$ cat src/design/mead_pkg.sv
`default_nettype none
// ----------------------------------------------------------------------------
// mead_pkg
// Shared constants and types for the motor encoder angle and drive block.
// ----------------------------------------------------------------------------
package mead_pkg;

    // width of the wrapping encoder count (16..64)
    localparam int COUNT_BITS = 32;

    // shift register of the shared divider: holds the count magnitude or the
    // low bits of the scaled remainder, whichever is wider
    localparam int QUO_BITS   = 17;
    localparam int SH_W       = (COUNT_BITS > QUO_BITS) ? COUNT_BITS : QUO_BITS;
    localparam int CNT_W      = $clog2(SH_W + 1);

    localparam int TICK_W     = 16;
    localparam int PROD_W     = TICK_W + QUO_BITS;

    // angle scale, 1/256 degree
    localparam logic [QUO_BITS-1:0] FULL_TURN_Q8 = 17'd92160;
    localparam logic signed [17:0]  HALF_POS     = 18'sd46080;
    localparam logic signed [17:0]  HALF_NEG     = -18'sd46080;
    localparam logic signed [17:0]  FULL_TURN_S  = 18'sd92160;

    localparam logic [TICK_W-1:0]   TICKS_RESET  = 16'd1024;

    localparam logic signed [15:0]  SPEED_MAX    = 16'sd255;
    localparam logic signed [15:0]  SPEED_MIN    = -16'sd255;

    typedef enum logic [1:0] {
        OP_EDGE  = 2'd0,
        OP_DRIVE = 2'd1,
        OP_ZERO  = 2'd2,
        OP_READ  = 2'd3
    } t_op;

    // H-bridge pin codes, bit 0 in1, bit 1 in2
    localparam logic [1:0] PINS_OFF   = 2'b00;
    localparam logic [1:0] PINS_FWD   = 2'b01;
    localparam logic [1:0] PINS_REV   = 2'b10;
    localparam logic [1:0] PINS_BRAKE = 2'b11;

endpackage
`default_nettype wire

$ cat src/design/motor_encoder_angle_and_drive.sv
`default_nettype none
// ----------------------------------------------------------------------------
// motor_encoder_angle_and_drive
// Quadrature edge counter, H-bridge direction/duty register and angle readout.
//
// Input channel (s_*): one item per event. tuser carries the op (edge, drive,
// set zero, read). Each accepted item yields exactly one result on the m_*
// channel: the count, the angle in 1/256 degree, both bridge pins and the duty.
// The state update happens in the accept cycle; the angle is then worked out
// by one restoring subtract/compare unit: COUNT_BITS steps for the remainder
// modulo ticks_per_rev, one multiply by 92160, 17 steps for the quotient.
// The block takes one item at a time; o_s_tready is low while one is in work.
// The result sits in an output register; a new item may be accepted while it
// waits. If the receiver still stalls when the next result is done, the
// sequencer holds it until the register frees up.
// ticks_per_rev is written on the cfg channel, which is ready only while idle.
// Reset: count, zero reference and duty clear, both pins low, 1024 ticks.
// ----------------------------------------------------------------------------
module motor_encoder_angle_and_drive
    import mead_pkg::*;
(
    input  wire logic                 i_clk,
    input  wire logic                 i_rst_n,
    input  wire logic                 i_s_tvalid,
    output logic                      o_s_tready,
    input  wire logic [23:0]          i_s_tdata,  // chan_a_level, chan_b_level,
                                                  // speed_request[15:0], zero pad
    input  wire logic [1:0]           i_s_tuser,  // op
    output logic                      o_m_tvalid,
    input  wire logic                 i_m_tready,
    output logic [63:0]               o_m_tdata,  // tick_count[31:0], angle_q8[16:0],
                                                  // in1_level, in2_level,
                                                  // pwm_duty[7:0], zero pad
    input  wire logic                 i_cfg_valid,
    output logic                      o_cfg_ready,
    input  wire logic [TICK_W-1:0]    i_cfg_data
);

    typedef enum logic [5:0] {
        S_IDLE = 6'b000001,
        S_LOAD = 6'b000010,
        S_MOD  = 6'b000100,
        S_MUL  = 6'b001000,
        S_DIV  = 6'b010000,
        S_DONE = 6'b100000
    } t_state;

    t_state                  r_state, n_state;
    logic [COUNT_BITS-1:0]   r_count, n_count;
    logic [COUNT_BITS-1:0]   r_zero, n_zero;
    logic [1:0]              r_pins, n_pins;
    logic [7:0]              r_duty, n_duty;
    logic [TICK_W-1:0]       r_ticks;
    logic [TICK_W-1:0]       r_rem, n_rem;
    logic [SH_W-1:0]         r_sh, n_sh;
    logic [CNT_W-1:0]        r_cnt, n_cnt;
    logic                    r_neg, n_neg;
    logic                    r_out_valid, n_out_valid;
    logic [63:0]             r_out, n_out;

    t_op                     op;
    logic signed [15:0]      speed;
    logic signed [15:0]      speed_neg;
    logic                    in_acc;

    logic [COUNT_BITS-1:0]   diff;
    logic [COUNT_BITS-1:0]   mag;

    logic [TICK_W:0]         trial;
    logic                    ge;
    logic [TICK_W:0]         trial_sub;
    logic [PROD_W-1:0]       prod;

    logic signed [17:0]      s_raw;
    logic signed [17:0]      s_fix;
    logic signed [63:0]      cnt_ext;
    logic                    out_free;

    assign op          = t_op'(i_s_tuser);
    assign speed       = $signed(i_s_tdata[17:2]);
    assign speed_neg   = -speed;
    assign o_s_tready  = (r_state == S_IDLE);
    assign in_acc      = i_s_tvalid && o_s_tready;
    assign o_cfg_ready = (r_state == S_IDLE);
    assign o_m_tvalid  = r_out_valid;
    assign o_m_tdata   = r_out;

    assign diff = r_count - r_zero;
    assign mag  = diff[COUNT_BITS-1] ? (~diff + 1'b1) : diff;

    // shared restoring divide step
    assign trial     = {r_rem, r_sh[SH_W-1]};
    assign ge        = (trial >= {1'b0, r_ticks});
    assign trial_sub = trial - {1'b0, r_ticks};
    assign prod      = PROD_W'(r_rem) * PROD_W'(FULL_TURN_Q8);

    assign s_raw   = r_neg ? -$signed({1'b0, r_sh[QUO_BITS-1:0]})
                           : $signed({1'b0, r_sh[QUO_BITS-1:0]});
    assign cnt_ext = 64'(signed'(r_count));
    assign out_free = !r_out_valid || i_m_tready;

    always_comb begin
        if (r_ticks == '0) begin
            s_fix = '0;
        end else if (s_raw > HALF_POS) begin
            s_fix = s_raw - FULL_TURN_S;
        end else if (s_raw <= HALF_NEG) begin
            s_fix = s_raw + FULL_TURN_S;
        end else begin
            s_fix = s_raw;
        end
    end

    always_comb begin
        n_state     = r_state;
        n_count     = r_count;
        n_zero      = r_zero;
        n_pins      = r_pins;
        n_duty      = r_duty;
        n_rem       = r_rem;
        n_sh        = r_sh;
        n_cnt       = r_cnt;
        n_neg       = r_neg;
        n_out_valid = r_out_valid;
        n_out       = r_out;

        if (r_out_valid && i_m_tready) begin
            n_out_valid = 1'b0;
        end

        case (r_state)
            S_IDLE: begin
                if (in_acc) begin
                    case (op)
                        OP_EDGE: begin
                            // up only on A high, B low
                            if (i_s_tdata[0] && !i_s_tdata[1]) begin
                                n_count = r_count + 1'b1;
                            end else begin
                                n_count = r_count - 1'b1;
                            end
                        end
                        OP_DRIVE: begin
                            if (speed > SPEED_MAX) begin
                                n_pins = PINS_FWD;
                                n_duty = 8'hFF;
                            end else if (speed < SPEED_MIN) begin
                                n_pins = PINS_REV;
                                n_duty = 8'hFF;
                            end else if (speed == '0) begin
                                n_pins = PINS_BRAKE;
                            end else if (speed > 0) begin
                                n_pins = PINS_FWD;
                                n_duty = speed[7:0];
                            end else begin
                                n_pins = PINS_REV;
                                n_duty = speed_neg[7:0];
                            end
                        end
                        OP_ZERO: begin
                            n_zero = r_count;
                        end
                        default: begin
                        end
                    endcase
                    n_state = S_LOAD;
                end
            end
            S_LOAD: begin
                n_neg   = diff[COUNT_BITS-1];
                n_rem   = '0;
                n_sh    = SH_W'(mag) << (SH_W - COUNT_BITS);
                n_cnt   = CNT_W'(COUNT_BITS - 1);
                n_state = S_MOD;
            end
            S_MOD: begin
                n_rem = ge ? trial_sub[TICK_W-1:0] : trial[TICK_W-1:0];
                n_sh  = {r_sh[SH_W-2:0], ge};
                n_cnt = r_cnt - 1'b1;
                if (r_cnt == '0) begin
                    n_state = S_MUL;
                end
            end
            S_MUL: begin
                // quotient < 2^17, so the top bits already sit below ticks
                n_rem   = prod[PROD_W-1:QUO_BITS];
                n_sh    = SH_W'(prod[QUO_BITS-1:0]) << (SH_W - QUO_BITS);
                n_cnt   = CNT_W'(QUO_BITS - 1);
                n_state = S_DIV;
            end
            S_DIV: begin
                n_rem = ge ? trial_sub[TICK_W-1:0] : trial[TICK_W-1:0];
                n_sh  = {r_sh[SH_W-2:0], ge};
                n_cnt = r_cnt - 1'b1;
                if (r_cnt == '0) begin
                    n_state = S_DONE;
                end
            end
            S_DONE: begin
                if (out_free) begin
                    n_out       = {5'd0, r_duty, r_pins[1], r_pins[0],
                                   s_fix[16:0], cnt_ext[31:0]};
                    n_out_valid = 1'b1;
                    n_state     = S_IDLE;
                end
            end
            default: begin
                n_state = S_IDLE;
            end
        endcase
    end

    always_ff @(posedge i_clk) begin
        if (!i_rst_n) begin
            r_state     <= S_IDLE;
            r_count     <= '0;
            r_zero      <= '0;
            r_pins      <= PINS_OFF;
            r_duty      <= '0;
            r_ticks     <= TICKS_RESET;
            r_out_valid <= 1'b0;
        end else begin
            r_state     <= n_state;
            r_count     <= n_count;
            r_zero      <= n_zero;
            r_pins      <= n_pins;
            r_duty      <= n_duty;
            r_out_valid <= n_out_valid;
            if (i_cfg_valid && o_cfg_ready) begin
                r_ticks <= i_cfg_data;
            end
        end
    end

    always_ff @(posedge i_clk) begin
        r_rem <= n_rem;
        r_sh  <= n_sh;
        r_cnt <= n_cnt;
        r_neg <= n_neg;
        r_out <= n_out;
    end

endmodule
`default_nettype wire
$ cat config.mk
export PLATFORM = sky130hd
export DESIGN_NAME = motor_encoder_angle_and_drive
export DESIGN_NICKNAME = d
export VERILOG_FILES = /design/src/design/mead_pkg.sv /design/src/design/motor_encoder_angle_and_drive.sv
export SDC_FILE = /design/constraint.sdc
export NUM_CORES = 1
export LEC_CHECK = 0
export BUFFER_PORTS_ARGS = -buffer_cell sky130_fd_sc_hd__buf_4
export CORE_MARGIN = 10
export CORE_UTILIZATION = 40
export DETAILED_ROUTE_END_ITERATION = 7
export GPL_ROUTABILITY_DRIVEN = 0
export GPL_TIMING_DRIVEN = 0
export HOLD_SLACK_MARGIN = 0.15
export SETUP_SLACK_MARGIN = 0.3
export SLEW_MARGIN = 40
export SYNTH_ARGS = -nofsm -noshare
export SYNTH_HDL_FRONTEND = slang
export SYNTH_SLANG_ARGS = --single-unit
$ cat constraint.sdc
create_clock -name i_clk -period 7.7 [get_ports i_clk]
set_input_delay 1.54 -clock i_clk [delete_from_list [all_inputs] [get_ports i_clk]]
set_output_delay 1.54 -clock i_clk [all_outputs]
set_load 0.01 [all_outputs]
==> qor_table.md <==
| Parameter | This run | Unit |
|:---|:---|:---|
| Wire length of the first global-routing pass | 65400 | µm |
| Number of standard cells in the final layout excluding fillers | 2424 | - |
| Int Pwr | 3.92 | mW |
| Max capacitance violation total | 0 | - |
| Height of the chip | 216 | µm |
| Remaining max-slew budget at the tightest pin | 0.472 | - |
| HPWL reported at the end of detailed placement | 31300 | µm |
| Final routed DRC violation total | 0 | - |
| Yosys cell types | 91 | - |
| Leading cell types by total area after synthesis | sky130_fd_sc_hd__edfxtp_1 (22%), sky130_fd_sc_hd__dfxtp_1 (13%), sky130_fd_sc_hd__ha_1 (11%), sky130_fd_sc_hd__nand2_1 (5.7%), sky130_fd_sc_hd__a21oi_1 (5.6%) | - |
| Category of the most critical setup path | in2reg | - |
| Clock root buffer | sky130_fd_sc_hd__clkbuf_16 | - |
| Leakage power figure | 7.29 | nW |
| Final WS setup | 2560 | ps |
| Sequential element share of the synthesized area | 0.350 | - |
| Final Critical Period | 5140 | ps |
| Critical path startpoint category | input port | - |
| Placed Area | 16800 | µm² |
| Number of input and output port buffers inserted | 101 | - |
| Async set-or-reset flop fraction in the synthesized netlist | 0 | - |
| Clock network fraction of design power | 0.182 | - |
| Clock tree from TritonCTS | done | - |
| Initial core utilization | 0.407 | - |
| Slew at the pin with the worst max-slew slack | 791 | ps |
| Number of placement rows | 71 | - |
| Iter 0 DRT Violations | 781 | - |
| Part of the total power dissipated in combinational logic | 0.584 | - |
| Portion of synthesized cell area occupied by the leading cell type | 0.223 | - |
| Post-CTS sizing | 0 | - |
| Placed Cells | 2378 | - |
| Number of synthesized flops with an enable pin | 114 | - |
| Ant. Diodes | 0 | - |
| Net switching power | 2.96 | mW |
| Flop2flop setup slack | 2720 | ps |
| CP Data Required Time | 8120 | ps |
| Cell Pwr Density | 388 | nW/µm² |
| Class of the most critical hold timing path | reg2reg | - |
| Area growth, synth to finish | 15.7 | % |
| Final net count | 2096 | - |
| Upper clock frequency limit | 195 | MHz |
| H-tree depth | 1 | - |
| IR drop worst, VDD | 209 | µV |
| Largest clock skew in the final design | 11.1 | ps |
| Sum Neg Setup Slack | 0 | ps |
| Post-CTS clock slew at the launch and capture registers of the worst setup and hold paths | 60 | ps |
| Total Routing Usage GR | 0.166 | - |
| Pin count of the biggest net entering global routing | 32 | - |
| Post-CTS repair timing setup buffer count | 0 | - |
| Endpoints failing setup | 0 | - |
| CTS Sinks | 211 | - |
| Global route total overflow | 0 | - |
| Critical Path AT | 5560 | ps |
| Mean Syn Cell Area | 8.73 | µm² |
| Clk Latency, worst-skew pair | 530 | ps |
| Final core occ | 0.470 | - |
| Hold violation count in the final report | 0 | - |
| Die area | 46600 | µm² |
| Hold-fix buffer count after cts | 0 | - |
| Warning count from the yosys run | 0 | - |
| RSZ-0062 raised after global routing | false | - |
| Ports placed on the boundary | 114 | - |
| Vias post-DR | 12.8k | - |
| Outcome | finished, final reports clean | - |
| Average wire length per cell after detail routing | 16.5 | µm |
| Number of clock buffers inserted by TritonCTS | 25 | - |
| First-pass iteration count of the detailed router | 5 | - |
| Smallest hold slack | 423 | ps |
| Net switching share of the total power | 0.431 | - |
| Total power draw | 6.88 | mW |
| CTS Buffer Depth | 3 | - |
| Max-slew violations | 0 | - |
| Final Cell Area | 17800 | µm² |
| Mapped cell area | 15300 | µm² |
| Via count of the first global-routing pass | 12.6k | - |
| Pre-CTS setup slack | 2090 | ps |
| Endpoint type of the worst setup path | flop | - |
| Most common cell after layout, fill and taps aside | sky130_fd_sc_hd__nand2_1 | - |
| Top library cells by usage in the layout, fill and taps aside | sky130_fd_sc_hd__nand2_1 (232), sky130_fd_sc_hd__a21oi_1 (173), sky130_fd_sc_hd__inv_1 (142) | - |
| ANT nets after route | 0 | - |
| Area of the placeable core | 37800 | µm² |
| Cell taking the most area after synthesis | sky130_fd_sc_hd__edfxtp_1 | - |
| Cells after synthesis | 1758 | - |
| CP Max Fanout | 31 | - |
| Detailed-route vias per instance | 5.30 | - |
| Number of antenna violations at the first check in global routing | 0 | - |
| Total routed wirelength | 39900 | µm |
| Total of flip-flops plus latches after synthesis | 211 | - |
| Most instantiated flip-flop cell in the synthesis netlist | sky130_fd_sc_hd__edfxtp_1 | - |
| Share of cells above drive strength 1 | 0.112 | - |
| Fin crit share | 0.667 | - |
| X dimension of the die | 216 | µm |
| Part of the total power dissipated in sequential elements | 0.234 | - |
routing by layer:
layer,up-vias,part of all wire,GRT usage
met1,6036,0.45,0.213
met5,-,0,0
met2,233,0.49,0.291
met3,47,0.036,0.0176
li1,6532,-,-
met4,0,0.022,0.0438
Yosys cell counts, types with 21 or more instances:
cell type and instances:
sky130_fd_sc_hd__nand3_1 24, sky130_fd_sc_hd__inv_1 143, sky130_fd_sc_hd__o21ai_0 80, sky130_fd_sc_hd__ha_1 131
sky130_fd_sc_hd__nor2_1 108, sky130_fd_sc_hd__dfxtp_1 97, sky130_fd_sc_hd__a21oi_1 173, sky130_fd_sc_hd__o31ai_1 22
sky130_fd_sc_hd__nand2_1 233, sky130_fd_sc_hd__o22ai_1 21, sky130_fd_sc_hd__clkbuf_1 57, sky130_fd_sc_hd__fa_1 24
sky130_fd_sc_hd__xor2_1 63, sky130_fd_sc_hd__nor3_1 29, sky130_fd_sc_hd__xnor2_1 74, sky130_fd_sc_hd__edfxtp_1 114
sky130_fd_sc_hd__a21o_1 44
sequential cells by signal (all words and copies together) (netlist names):
name / cells
r_rem: 16
r_sh: 32
r_ticks: 16
o_m_tvalid: 1
r_duty: 8
r_pins: 2
r_count: 32
r_state: 6
r_neg: 1
r_cnt: 6
r_zero: 32
o_m_tdata: 59
cell type report:
type                       instances  area (µm²)
clock buffer                      36         835
multi-input combinational       1330        9150
sequential                       211        5370
inverter                         143         537
timing repair buffer             105         823
tap                              511         639
buffer                            78         340
fill                            3669       20000
clock inverter                    10        70.1
final timing paths:
kind	to	cells past startpoint	from
max	r_count[29]	15	i_s_tdata[1]
min	o_m_tdata[51]	0	r_duty[0]
max reg2reg	r_rem[15]	17	r_rem[0]
min reg2reg	o_m_tdata[51]	0	r_duty[0]
critical path: stages:
cell,delay (ps)
sky130_fd_sc_hd__buf_4,110
sky130_fd_sc_hd__nor2b_1,320
sky130_fd_sc_hd__inv_2,360
sky130_fd_sc_hd__ha_1,460
sky130_fd_sc_hd__a21o_1,200
sky130_fd_sc_hd__a21o_1,170
sky130_fd_sc_hd__a21o_1,190
sky130_fd_sc_hd__or3_1,330
sky130_fd_sc_hd__o2111ai_1,270
sky130_fd_sc_hd__a21oi_1,210
sky130_fd_sc_hd__o31a_1,370
sky130_fd_sc_hd__a221oi_1,420
sky130_fd_sc_hd__o21ai_0,210
sky130_fd_sc_hd__mux2i_1,160
sky130_fd_sc_hd__a31o_2,220
power by group through the flow:
stage | clock [mW] | combinational (mW) | sequential, mW
detailed placement | 0 | 3.98 | 1.63
global route | 1.32 | 4.50 | 1.63
finish | 1.25 | 4.02 | 1.61
global placement | 0 | 3.90 | 1.64
CTS | 1.28 | 4.01 | 1.61
floorplan | 0 | 3.07 | 1.60
logic make-up (layout without fill, tap and decap cells):
kind of cell,count (synthesis),in the layout,share of synthesized area
multiplexers,21,21,0.0139
flip-flops,211,211,0.350
AND/OR/NAND/NOR,531,531,0.163
buffers and inverters,221,372,0.0570
adder cells (fa/ha/maj),155,155,0.138
XOR/XNOR,137,137,0.0782
other,1,5,0.000244
AO/OA/AOI/OAI,481,481,0.200
(Power assumes the default switching activity.)
